**config.mk**
```make
export PLATFORM = sky130hd
export DESIGN_NAME = uvs_front_flat
export DESIGN_NICKNAME = d
export VERILOG_FILES = /design/src/rtl/core/uvs_pkg.sv /design/src/rtl/core/uvs_if.sv /design/src/rtl/core/uvs_front.sv /design/src/flat_wrapper.sv
export SDC_FILE = /design/constraint.sdc
export NUM_CORES = 1
export LEC_CHECK = 0
export ABC_AREA = 1
export BUFFER_PORTS_ARGS = -buffer_cell sky130_fd_sc_hd__buf_2
export CORE_MARGIN = 2
export CORE_UTILIZATION = 50
export DETAILED_ROUTE_END_ITERATION = 16
export HOLD_SLACK_MARGIN = 0.1
export PLACE_DENSITY = 0.71
export SLEW_MARGIN = 25
export SYNTH_ARGS = -nofsm -noshare
export SYNTH_HDL_FRONTEND = slang
export SYNTH_SLANG_ARGS = --single-unit
```
**constraint.sdc**
```tcl
create_clock -name clk_i -period 4.39 [get_ports clk_i]
set_input_delay 0.2195 -clock clk_i [delete_from_list [all_inputs] [get_ports clk_i]]
set_output_delay 0.2195 -clock clk_i [all_outputs]
set_load 0.1 [all_outputs]
```
**src/rtl/core/uvs_pkg.sv**
```systemverilog
// shared types and constants of the uv sphere vertex generator
package uvs_pkg;

  localparam int unsigned IDX_W    = 11;
  localparam int unsigned CNT_W    = 11;
  localparam int unsigned RADIUS_W = 31;
  localparam int unsigned COLOR_W  = 64;
  localparam int unsigned CFG_IDX_W = 3;
  localparam int unsigned ATAN_ENTRIES = 24;

  typedef enum logic [CFG_IDX_W-1:0] {
    REG_RADIUS      = 3'd0,
    REG_SLICE_COUNT = 3'd1,
    REG_STACK_COUNT = 3'd2,
    REG_NORTH_COLOR = 3'd3,
    REG_SOUTH_COLOR = 3'd4
  } cfg_reg_e;

  localparam logic [31:0] ATAN_TURNS [ATAN_ENTRIES] = '{
    32'h20000000, 32'h12E4051E, 32'h09FB385B, 32'h051119D4, 32'h028B0D43, 32'h0145D7E1,
    32'h00A2F61E, 32'h00517C55, 32'h0028BE53, 32'h00145F2F, 32'h000A2F98, 32'h000517CC,
    32'h00028BE6, 32'h000145F3, 32'h0000A2FA, 32'h0000517D, 32'h000028BE, 32'h0000145F,
    32'h00000A30, 32'h00000518, 32'h0000028C, 32'h00000146, 32'h000000A3, 32'h00000051
  };

  localparam logic [31:0] CORDIC_X0 = 32'd652032874;

  typedef struct packed {
    logic [IDX_W-1:0] stack;
    logic [IDX_W-1:0] slice;
    logic             quad;
  } item_t;

  typedef struct packed {
    logic  valid;
    item_t item;
  } queue_t;

  typedef struct packed {
    logic [RADIUS_W-1:0] radius;
    logic [CNT_W-1:0]    slices;
    logic [CNT_W-1:0]    stacks;
    logic [COLOR_W-1:0]  north;
    logic [COLOR_W-1:0]  south;
  } cfg_t;

endpackage

```
**src/rtl/core/uvs_if.sv**
```systemverilog
// handshake channels of the uv sphere vertex generator
interface uvs_in_if;
  logic        valid;
  logic        ready;
  logic [10:0] stack_index;
  logic [10:0] slice_index;
  modport source (output valid, stack_index, slice_index, input ready);
  modport sink (input valid, stack_index, slice_index, output ready);
endinterface


```
**src/rtl/core/uvs_front.sv**
```systemverilog
// front end: index clamping, quad classification and the item queue
module uvs_front (
  input  logic                          clk_i,
  input  logic                          rst_ni,
  uvs_in_if.sink                        in_i,
  input  logic [uvs_pkg::CNT_W-1:0]     slices_i,
  input  logic [uvs_pkg::CNT_W-1:0]     stacks_i,
  output uvs_pkg::queue_t               head_o,
  input  logic                          pop_i
);

  localparam int unsigned DEPTH = 4;
  localparam int unsigned PTR_W = 2;

  uvs_pkg::item_t     mem_q [DEPTH];
  logic [PTR_W-1:0]   wr_ptr_q, rd_ptr_q;
  logic [PTR_W:0]     count_q;
  uvs_pkg::item_t     item;
  logic               push;

  always_comb begin
    item.stack = (in_i.stack_index > stacks_i) ? stacks_i : in_i.stack_index;
    item.slice = (in_i.slice_index > slices_i) ? slices_i : in_i.slice_index;
    item.quad  = (item.stack < stacks_i) && (item.slice < slices_i);
  end

  assign in_i.ready   = (count_q != (PTR_W+1)'(DEPTH));
  assign push         = in_i.valid && in_i.ready;
  assign head_o.valid = (count_q != '0);
  assign head_o.item  = mem_q[rd_ptr_q];

  always_ff @(posedge clk_i) begin
    if (push) begin
      mem_q[wr_ptr_q] <= item;
    end
  end

  always_ff @(posedge clk_i or negedge rst_ni) begin
    if (!rst_ni) begin
      wr_ptr_q <= '0;
      rd_ptr_q <= '0;
      count_q  <= '0;
    end else begin
      if (push) begin
        wr_ptr_q <= wr_ptr_q + 1'b1;
      end
      if (pop_i) begin
        rd_ptr_q <= rd_ptr_q + 1'b1;
      end
      if (push && !pop_i) begin
        count_q <= count_q + 1'b1;
      end else if (pop_i && !push) begin
        count_q <= count_q - 1'b1;
      end
    end
  end

endmodule

```
**src/flat_wrapper.sv**
```systemverilog
// flat-port wrapper written by rule: the top's interface ports become plain ports
module uvs_front_flat 
  (clk_i, rst_ni, slices_i, stacks_i, head_o, pop_i, in_i_valid, in_i_stack_index, in_i_slice_index, in_i_ready);
  uvs_in_if in_i_i ();
  input  logic clk_i;
  input  logic rst_ni;
  input  logic [uvs_pkg::CNT_W-1:0] slices_i;
  input  logic [uvs_pkg::CNT_W-1:0] stacks_i;
  output uvs_pkg::queue_t head_o;
  input  logic pop_i;
  input wire logic [$bits(in_i_i.valid)-1:0] in_i_valid;
  input wire logic [$bits(in_i_i.stack_index)-1:0] in_i_stack_index;
  input wire logic [$bits(in_i_i.slice_index)-1:0] in_i_slice_index;
  output wire logic [$bits(in_i_i.ready)-1:0] in_i_ready;
  assign in_i_i.valid = in_i_valid;
  assign in_i_i.stack_index = in_i_stack_index;
  assign in_i_i.slice_index = in_i_slice_index;
  assign in_i_ready = in_i_i.ready;
  uvs_front u_core (.clk_i(clk_i), .rst_ni(rst_ni), .in_i(in_i_i), .slices_i(slices_i), .stacks_i(stacks_i), .head_o(head_o), .pop_i(pop_i));
endmodule
```
### Word level (Yosys, flattened, before mapping)

Memories as Yosys holds them, arrays and structs flattened.
Cells that the tools add are included.
W data, S select, Z words.

| word-level totals | value |
|---|---|
| flip-flop bits (word level) | 7 |
| memory bits (writable) | 92 |
| word-level logic and storage cells | 27 |
| memories kept | 1 |

Memory list:

| name | words | width | read ports | clocked after Yosys merged registers in | write ports | RTL line | RTL |
|---|---|---|---|---|---|---|---|
| u_core.mem_q | 4 | 23 | 1 | 0 | 1 | uvs_front.sv:15 | `uvs_pkg::item_t mem_q [DEPTH];` |

| operators by class | value |
|---|---|
| multiplexer cells | 6 |
| reductions and logical operators | 8 |
| $add $sub $neg | 4 |
| order comparisons | 4 |
| equality and inequality tests | 1 |

Operators by type and width:

| cell | number |
|---|---|
| $gt A11 B11 Y1 | 2 |
| $lt A11 B11 Y1 | 2 |
| $mux W11 | 2 |
| $mux W3 | 2 |
| $add A2 B1 Y2 const B | 2 |
| $logic_and A1 B1 Y1 | 4 |
| $add A3 B1 Y3 const B | 1 |
| $ne A3 B3 Y1 const B | 1 |
| $reduce_bool A3 Y1 | 1 |
| $sub A3 B1 Y3 const B | 1 |
| $logic_not A1 Y1 | 2 |
| $mux W1 | 2 |
| $reduce_bool A2 Y1 | 1 |

### Logic depth before layout (Yosys ltp)

Gate-level depths: netlist (run 1).

| logic depth | value |
|---|---|
| depth in word-level cells | 6 |
| mapped depth | 20 |
| mapped depth without buffers | 19 |

### Worst setup path after synthesis (run 1)

No wires, ideal clock.

| timing path | value |
|---|---|
| path kind | register to register |
| from | register u_core.count_q[1] |
| to | memory u_core.mem_q[0][0] (netlist bit), enable pin |
| data required time | 3.987 ns |
| arrival | 2.559 ns |
| library setup time | 0.403 ns |
| stages on the path, launching flop included | 5 |
| period minus slack after synthesis | 2.962 ns |
| slack | 1.428 ns |
| path through | dfrtp_1 inv_1 nand3_1 nand2_1 nor2_1 |

| between the ends | value |
|---|---|
| cells in the longest elaborated chain, start to end | 4 |

RTL lines:

| what | RTL line | RTL |
|---|---|---|
| from (decl) | uvs_front.sv:17 | `logic [PTR_W:0] count_q;` |
| from (signal assigned) | uvs_front.sv:51 | `count_q <= count_q + 1'b1;` |
| from (signal assigned) | uvs_front.sv:53 | `count_q <= count_q - 1'b1;` |
| $ne A3 B3 Y1 | uvs_front.sv:27 | `assign in_i.ready = (count_q != (PTR_W+1)'(DEPTH));` |
| net in_i_ready | flat_wrapper.sv:14 | `output wire logic [$bits(in_i_i.ready)-1:0] in_i_ready;` |
| $logic_and A1 B1 Y1 | uvs_front.sv:28 | `assign push = in_i.valid && in_i.ready;` |
| $mux W1 | uvs_front.sv:33 | `if (push) begin` |
| $mux W1 (not written as such) | uvs_front.sv:34 | `mem_q[wr_ptr_q] <= item;` |
| to (decl) | uvs_front.sv:15 |  |

The timed path passes the listed nets, and every way through them passes these cells.

==> results of run 1 <==
path summary, 6_finish.rpt:
path	start	to	depth (start not counted)
max	u_core.rd_ptr_q[1]$_DFFE_PN0P_	head_o[0]	4
min	rst_ni	u_core.count_q[0]$_DFFE_PN0P_	2
max reg2reg	u_core.count_q[0]$_DFFE_PN0P_	u_core.count_q[2]$_DFFE_PN0P_	10
min reg2reg	u_core.count_q[0]$_DFFE_PN0P_	u_core.count_q[0]$_DFFE_PN0P_	1
max in group asynchronous	rst_ni	u_core.count_q[2]$_DFFE_PN0P_	2
min in group clk_i	in_i_slice_index[8]	u_core.mem_q[2][9]$_DFFE_PP_	3
layout make-up:
class                   count  area (sq um)
multi-input cells         313          1900
inverters                  51           191
fillers                   831          4090
repair buffers             79           418
well taps                 133           166
flip-flops and latches     99          2940
clock buffers              10           128
clock inverters             6          32.5
cell usage after synthesis:
cell type,count,area (sq um)
a21o_1,1,7.51
nand3_1,6,30.0
xnor2_1,1,8.76
o22ai_1,23,144
nand3_2,3,30.0
a21oi_1,21,105
a21oi_2,2,17.5
fa_1,1,20.0
nand4_1,2,12.5
inv_2,2,7.51
nand3b_1,1,7.51
xor2_1,4,35.0
clkbuf_1,10,37.5
buf_2,3,15.0
buf_6,4,45.0
nor2_4,1,11.3
o21ai_1,20,100
inv_1,49,184
nand2_1,60,225
dfrtp_1,7,175
edfxtp_1,92,2760
nand2_2,4,25.0
nor2_1,59,221
o21ai_0,51,255
nand4_2,1,12.5
ha_1,47,588
nor3_1,2,10.0
nor2_2,2,12.5
a211oi_1,1,7.51
state kept, by name (all words and copies together), names as in the netlist:
register and cells:
u_core.rd_ptr_q 2, u_core.mem_q 92, u_core.count_q 3, u_core.wr_ptr_q 2
cells by family after synthesis:
logic type      after synthesis  share of synthesized area [%]
simple gates                141                           11.7
fa+ha+maj                    48                           11.9
compound gates              119                           12.5
xor+xnor                      5                          0.856
buf+inv                      68                           5.65
flops                        99                           57.5
critical path: stages, from the launching register on:
cell,delay [ps]
dfrtp_1,710
inv_1,740
o21ai_0,220
o22ai_1,290
buf_2,500
per-stage QoR:
stage                     instances  area [sq um]  utilization, %  hold slack [ps]
after floorplan                 480          5110               -            -76.1
after global placement          673          5590            56.7             58.9
after detailed placement        673          5590            56.7             64.4
after CTS                       691          5770            58.5              210
after global routing            691          5770            58.5              236
final                           691          5770            58.5              217
metal layers:
layer	routed length (microns)	global-route usage, %	part of all wire, %	up-vias
met5	0	0	0	-
met2	4690	31.4	47	94
met1	4720	24.8	47	1727
met3	428	2.37	4.3	15
li1	-	-	-	1832
met4	195	8.19	1.9	0
==> flow_metrics.py, run 1 <==
metrics = {
    "critical_path": {
        "cp.arrival_ps": 2820,
        "worstPathMaxFanout": 24,
        "reg2reg_slack_ps": 2320,
        "crit_type": "flip-flop to output pin",
        "critPathCaptureType": "output pin",
        "start_kind": "flip-flop",
        "critPathRequiredTime_ps": 4170,
    },
    "place": {
        "hpwl_microns": 6770,
        "dp_slack_ps": 1280,
        "gp_congestion": 0.841,
        "port_buffers": 72,
    },
    "clock_network": {
        "htreeDepth": 3,
        "ctsHoldBuffers": 2,
        "numClockSinks": 99,
        "clk_latency_ps": 350,
        "cts_setup_buffers": 0,
        "clk_pin_slew_ps": 90,
        "cts-buffers-inserted": 9,
        "clockBufferDepth": 2,
        "cts_root_buffer": "clkbuf_8",
        "cts_tree": "built",
        "cts_resized": 0,
    },
    "detailed_routing": {
        "avgViaCountPerCell": 5.31,
        "drt_iter0_drc": 243,
        "firstDrtPassIters": 4,
        "vias": 3668,
        "drcViolationCount": 0,
        "ant_nets": 0,
        "finalWirelength_microns": 10000,
        "wl_per_cell_microns": 14.5,
    },
    "yosys": {
        "synth_cell_type_count": 29,
        "yosysWarningCount": 0,
        "synth_fp_nets": 576,
        "yosysSeqAreaShare_pct": 57.5,
        "netlist_area_sq_um": 5110,
        "syn_area_per_cell_sq_um": 10.7,
        "ys_ff_latch": 99,
        "post_synth_inst_count": 480,
    },
    "sta": {
        "fin_worst_skew_ps": 5.86,
        "finalCritPeriodShare_pct": 69.3,
        "finalHoldViolations": 0,
        "slew_headroom_pct": 44.2,
        "fin_crit_ps": 3040,
        "worst_pin_slew_ps": 837,
        "finalSetupViolCount": 0,
        "maxSlewViolCount": 0,
        "rsz0062_at_grt": "false",
        "tns_ps": 0,
        "fmax_ghz": 0.329,
        "setup_ws_ps": 1350,
    },
    "grt": {
        "antenna_found_initial": 0,
        "grt_max_degree": 50,
        "grt_first_pass_wirelength_microns": 16500,
        "grt_overflow": 0,
        "grt_util_all_layers_pct": 18.8,
        "grt_pass1_vias": 3557,
    },
    "die": {
        "rows": 36,
        "die_area_sq_um": 11100,
        "fp.dieH_microns": 105,
        "dieWidth_microns": 105,
        "io-pin-count": 73,
        "start_util_pct": 51.8,
        "core-area_sq_um": 9860,
    },
    "outcome": {
        "status": "complete, no violations",
    },
    "cells_and_area": {
        "final_layout_size_suffix_gt1_share_pct": 19.7,
        "areaGrowthSynthToFinish_pct": 12.8,
        "layout_commonest_cell": "edfxtp_1",
        "nets": 649,
        "antenna_cells": 0,
        "final_cell_mix": "edfxtp_1 (92), buf_2 (72), nand2_1 (60)",
    },
    "flow_run": {
        "max-cap-violations": 0,
    },
    "min_path": {
        "hp-class": "primary input to async pin",
    },
}
Power of run 1 is left out: the tool's default activity adds up to more than one toggle a clock period on the data nets, which glitch-free logic cannot reach.
==> run 2: changes to the inputs <==
- ABC_AREA: 1 -> 0
- PLACE_DENSITY: 0.71 -> 0.74
- clock period: 4.39 -> 2.5 ns (I/O delays scaled with it)
==> run 2 against run 1 <==
Effect of this change:
- the run now ends with negative setup slack left
- worst setup slack got worse by 1700 ps
- worst hold slack got worse by 87 ps
- clock-buffer cell count decreased by 1
- synthesized cell count decreased by 34%
- via count decreased by 8.8%
- critical path type is now primary input to flip-flop
- largest cell class unchanged
==> flow_metrics.py, run 2 <==
metrics = {
    "yosys": {
        "synth_fa_ha_area_share_pct": 12.0,
        "synthMuxAreaShare_pct": 15.7,
        "ys_top_cells_by_area": "edfxtp_1 (55%), ha_1 (12%), mux4_2 (10%), dfrtp_1 (3.5%), mux2_4 (3.0%)",
        "synth_edf_count": 92,
        "post_synth_inst_count": 316,
        "synth_largest_area_cell": "edfxtp_1",
        "synth_fp_nets": 412,
        "ys_ff_latch": 99,
        "synth_ff_type": "edfxtp_1",
        "synth.most_common_cell": "edfxtp_1",
        "yosysSeqAreaShare_pct": 58.2,
        "yosys.area_share.simple_pct": 4.63,
        "syn_area_per_cell_sq_um": 16.0,
        "netlist_area_sq_um": 5050,
        "synth_commonest_cells": "edfxtp_1 (92), ha_1 (47), inv_1 (30)",
        "synthXorXnorAreaFrac_pct": 1.04,
        "synth-compound-area-share_pct": 5.67,
        "synth_top_area_share_pct": 54.7,
        "ys_async_sr_fraction_pct": 7.07,
        "yosysWarningCount": 0,
        "synth_cell_type_count": 43,
        "synth_top_family_by_area": "multiplexers",
    },
    "place": {
        "port_buffers": 72,
        "dp_slack_ps": -642,
        "placed_cell_area_sq_um": 6300,
        "hpwl_microns": 7620,
        "gp_congestion": 0.773,
    },
    "power": {
        "p_leak_nw": 2.74,
        "power_mw": 7.32,
        "p_per_area_nw_per_um2": 1070,
        "ir_drop_v": 0.00101,
    },
    "detailed_routing": {
        "wl_per_cell_microns": 17.7,
        "ant_nets": 0,
        "firstDrtPassIters": 4,
        "finalWirelength_microns": 11000,
        "vias": 3347,
        "drcViolationCount": 0,
        "drt_iter0_drc": 264,
        "avgViaCountPerCell": 5.40,
    },
    "flow_run": {
        "max-cap-violations": 0,
    },
    "outcome": {
        "status": "finished, violations left",
        "violations": "negative setup slack",
    },
    "critical_path": {
        "crit_type": "primary input to flip-flop",
        "reg2reg_from": "u_core.count_q[0]$_DFFE_PN0P_",
        "reg2reg_slack_ps": 430,
        "cp.arrival_ps": 2970,
        "crit_end": "u_core.mem_q[0][0]$_DFFE_PP_",
        "start_kind": "primary input",
        "worstPathMaxFanout": 8,
        "rr_worst_depth": 9,
        "critPathRequiredTime_ps": 2670,
        "critPathCaptureType": "flip-flop",
        "r2r_end": "u_core.count_q[2]$_DFFE_PN0P_",
        "cp-startpoint": "stacks_i[9]",
    },
    "sta": {
        "fin_worst_skew_ps": 8.75,
        "worst_pin_slew_ps": 496,
        "fmax_ghz": 0.357,
        "fin_crit_ps": 2800,
        "slew_headroom_pct": 67.2,
        "finalSetupViolCount": 4,
        "whs_ps": 130,
        "setup_ws_ps": -305,
        "finalHoldViolations": 0,
        "rsz0062_at_grt": "true",
        "finalCritPeriodShare_pct": 112,
        "maxSlewViolCount": 0,
    },
    "clock_network": {
        "cts-buffers-inserted": 9,
        "cts_tree": "built",
        "clk_pin_slew_ps": 90,
        "numClockSinks": 99,
        "clockBufferDepth": 2,
        "htreeDepth": 3,
        "clk_latency_ps": 370,
        "cts_root_buffer": "clkbuf_8",
    },
    "grt": {
        "antenna_found_initial": 0,
        "grt_first_pass_wirelength_microns": 16700,
        "grt_util_all_layers_pct": 19.9,
        "grt_pass1_vias": 3402,
        "grt_max_degree": 26,
        "grt_overflow": 0,
    },
    "die": {
        "rows": 36,
        "core-area_sq_um": 9770,
        "fp.dieH_microns": 104,
        "io-pin-count": 73,
        "start_util_pct": 51.7,
        "die_area_sq_um": 10900,
        "dieWidth_microns": 104,
    },
    "cells_and_area": {
        "areaGrowthSynthToFinish_pct": 36.2,
        "antenna_cells": 0,
        "fillers": 650,
        "final_util_pct": 70.4,
        "final_cell_mix": "edfxtp_1 (92), buf_4 (81), buf_2 (62)",
        "top_register": "u_core.mem_q",
        "top_regs": "u_core.mem_q x92, u_core.count_q x3",
        "layout_commonest_cell": "edfxtp_1",
        "largest_reg_flops": 92,
        "final_layout_size_suffix_gt1_share_pct": 55.9,
        "nets": 578,
        "fin_area_sq_um": 6880,
    },
    "min_path": {
        "hp-class": "primary input to async pin",
    },
}
-- run 2: cell count changes in the layout (fill, tap and decap cells not counted), moves of 12 or more --
| cell | change |
|---|---|
| ha_4 | +20 |
| nor2_1 | -49 |
| o21ai_0 | -46 |
| inv_1 | -29 |
| ha_1 | -20 |
| buf_4 | +76 |
| o21ai_1 | -18 |
| buf_6 | +12 |
| a21oi_1 | -12 |
| o22ai_1 | -23 |
| nand2_1 | -52 |
| mux4_2 | +23 |
| mux2_4 | +13 |
-- run 2: how the worst min path moves through the flow --
stage               startpoint                             to  slack (ps)  cells after the start
floorplan               rst_ni  u_core.count_q[0]$_DFFE_PN0P_        -170                      0
global placement        rst_ni  u_core.count_q[1]$_DFFE_PN0P_         -30                      1
detailed placement      rst_ni  u_core.count_q[1]$_DFFE_PN0P_         -20                      1
CTS                     rst_ni  u_core.count_q[1]$_DFFE_PN0P_         110                      2
global route            rst_ni  u_core.count_q[0]$_DFFE_PN0P_         130                      2
finish                  rst_ni  u_core.count_q[0]$_DFFE_PN0P_         130                      2
-- run 2: cell families (layout without fill, tap and decap cells) --
group | after synthesis | in the layout
flops | 99 | 99
xor+xnor | 6 | 6
fa+ha+maj | 48 | 48
mux | 44 | 44
compound gates | 40 | 40
buf+inv | 36 | 207
simple gates | 43 | 43
-- run 2: layout make-up --
class                           count  area, sq um  share of cell area [%]
Inverter                           30          125                    1.82
Timing Repair Buffer              161         1140                    16.6
Tap cell                          133          166                    2.42
Clock inverter                      7         45.0                   0.655
Sequential cell                    99         2940                    42.7
Multi-Input combinational cell    181         2330                    34.0
Clock buffer                        9          124                    1.80
-- run 2: repair_timing --
item                       in CTS  in global routing
setup buffers                  12                  3
hold buffers                    2                  0
setup endpoints to repair       4                  4
gates resized for setup        37                 13
hold endpoints to repair        9                  0
pin swaps                      20                 11
-- run 2: worst max-delay path, stage by stage --
cell and delay, ps:
buf_8 80, inv_6 30, ha_4 250, nand4_1 170, a211oi_2 360, a211oi_4 80, nor2_4 260, mux2_4 360
ha_4 240, a21oi_4 140, nand2_2 90, a2111oi_4 330, o211ai_1 140, a211oi_2 310
-- run 2: metal layers --
layer / GRT usage [%] / up-vias / wire length, microns
li1: - / 1577 / -
met1: 25.2 / 1648 / 4590
met2: 35.2 / 102 / 5670
met3: 2.26 / 20 / 460
met4: 7.24 / 0 / 267
met5: 0 / - / 0
-- run 2: metrics by stage --
stage               setup TNS [ps]  std cells
floorplan                    -1120        316
global placement             -2420        587
detailed placement           -2570        587
CTS                           -616        617
global route                 -1830        620
finish                       -1210        620
-- run 2: power by group --
part           switching, mW  internal, mW
sequential             0.126          2.24
clock                  0.532         0.356
combinational           2.95          1.12
Note: power is estimated with default switching activity, not from simulation.
==> run 3: changes to the inputs <==
- ABC_AREA: 0 -> 1
==> run 3 against run 2 <==
Effect of this change:
- the flow now finishes without violations
- register-to-register slack is essentially flat
- global-route usage is 0.31 points higher
- die area up 1.2%
- via count is 14% higher
- sequential share of layout area increased by 1.6 points
- critical path type unchanged
- worst setup slack gained 600 ps
- worst hold slack worse by 20 ps
- maximum frequency grew 27%
- cell count increased by 21%
- flip-flop and latch count unchanged
- core utilization is 3.1 points lower
==> flow_metrics.py, run 3 (synthesis gave the netlist of run 1 again) <==
metrics = {
    "critical_path": {
        "start_kind": "primary input",
        "crit_slowest_cell": "ha_1",
        "critical_path.top_delay_family": "simple AND/OR/NAND/NOR gates",
        "cp.arrival_ps": 2410,
        "crit_type": "primary input to flip-flop",
        "path_buf_inv": 2,
        "critPathRequiredTime_ps": 2710,
        "path_cells": "buf_2 -> inv_1 -> ha_1 -> nand4_1 -> nor2_2 -> nand2_1 -> nand3_2 -> nand2_4 -> o21ai_1 -> ha_1 -> a21oi_1 -> o21ai_0 -> a21oi_1 -> o21ai_0 -> nor2_1 -> nand2_1 -> nor2_2",
        "cp-startpoint": "slices_i[9]",
        "worstPathMaxFanout": 15,
        "reg2reg_from": "u_core.count_q[0]$_DFFE_PN0P_",
        "critPathCaptureType": "flip-flop",
        "critPathMaxStageDelay_ps": 290,
    },
    "grt": {
        "grt_first_pass_wirelength_microns": 17300,
        "grt_max_degree": 49,
        "grt_overflow": 0,
        "antenna_found_initial": 0,
        "grt_pass1_vias": 3815,
        "grt_util_all_layers_pct": 20.2,
    },
    "clock_network": {
        "cts_root_buffer": "clkbuf_8",
        "cts-buffers-inserted": 9,
        "clk_pin_slew_ps": 90,
        "clk_latency_ps": 360,
        "htreeDepth": 3,
        "clockBufferDepth": 2,
        "cts_tree": "built",
        "cts_setup_buffers": 0,
        "numClockSinks": 99,
    },
    "sta": {
        "finalCritPeriodShare_pct": 88.1,
        "fmax_ghz": 0.454,
        "maxSlewViolCount": 0,
        "rsz0062_at_grt": "false",
        "finalSetupViolCount": 0,
        "worst_pin_slew_ps": 548,
        "slew_headroom_pct": 63.4,
        "setup_ws_ps": 297,
        "fin_crit_ps": 2200,
        "finalHoldViolations": 0,
        "fin_worst_skew_ps": 7.26,
        "whs_ps": 110,
    },
    "die": {
        "dieWidth_microns": 105,
        "die_area_sq_um": 11100,
        "rows": 36,
        "io-pin-count": 73,
        "core-area_sq_um": 9860,
        "start_util_pct": 51.8,
        "fp.dieH_microns": 105,
    },
    "cells_and_area": {
        "top_register": "u_core.mem_q",
        "layout_commonest_cell": "edfxtp_1",
        "fin_area_sq_um": 6630,
        "nets": 706,
        "areaGrowthSynthToFinish_pct": 29.7,
        "final_util_pct": 67.2,
        "multi_input_area_sq_um": 1920,
        "final_cell_mix": "edfxtp_1 (92), nand2_1 (60), buf_4 (60)",
        "final_layout_size_suffix_gt1_share_pct": 27.5,
        "seq_area_sq_um": 2940,
        "fillers": 722,
        "antenna_cells": 0,
        "top_regs": "u_core.mem_q x92, u_core.count_q x3",
        "largest_reg_flops": 92,
    },
    "place": {
        "port_buffers": 72,
        "dp_slack_ps": -217,
        "hpwl_microns": 7710,
        "gp_congestion": 0.767,
        "placed_cell_area_sq_um": 6370,
    },
    "flow_run": {
        "max-cap-violations": 0,
    },
    "detailed_routing": {
        "drt_iter0_drc": 158,
        "avgViaCountPerCell": 5.11,
        "ant_nets": 0,
        "drcViolationCount": 0,
        "firstDrtPassIters": 4,
        "wl_per_cell_microns": 14.0,
        "vias": 3824,
        "finalWirelength_microns": 10500,
    },
    "min_path": {
        "hp-class": "primary input to async pin",
    },
    "outcome": {
        "status": "complete, no violations",
    },
}
[run 3: path summary, 6_finish.rpt]
check / end / depth (start not counted) / slack (ps)
min in group clk_i: u_core.mem_q[0][5]$_DFFE_PP_ / 4 / 200
setup / recovery: u_core.mem_q[3][0]$_DFFE_PP_ / 17 / 300
max in group asynchronous: u_core.count_q[2]$_DFFE_PN0P_ / 3 / 1680
hold / removal: u_core.count_q[0]$_DFFE_PN0P_ / 2 / 110
setup reg to reg: u_core.count_q[2]$_DFFE_PN0P_ / 10 / 440
hold reg to reg: u_core.count_q[0]$_DFFE_PN0P_ / 1 / 550
[run 3: layout make-up]
class | count | area share [%]
tap | 133 | 2.51
multi-input combinational | 313 | 28.9
clock inverter | 7 | 1.38
timing repair buffer | 136 | 18.2
inverter | 51 | 2.89
clock buffer | 9 | 1.87
sequential | 99 | 44.3
[run 3: through the flow]
| stage | std cells | setup TNS [ps] |
|---|---|---|
| CTS | 748 | 0 |
| global placement | 729 | -678 |
| floorplan | 480 | 0 |
| global route | 748 | 0 |
| detailed placement | 729 | -868 |
| finish | 748 | 0 |
[run 3: repair_timing]
item | 4_1_cts | 5_1_grt
resized for setup | 0 | 3
hold endpoints to repair | 9 | 0
setup endpoints to repair | 0 | 4
hold buffers | 3 | 0
[run 3: routing by layer]
layer	GRT usage (%)	vias up	share of wire, %
met3	4.12	15	5.0
met5	0	-	0
met4	8.38	0	1.9
li1	-	1941	-
met1	24.8	1769	43
met2	34.7	99	50
Power of run 3 is left out for the same reason.
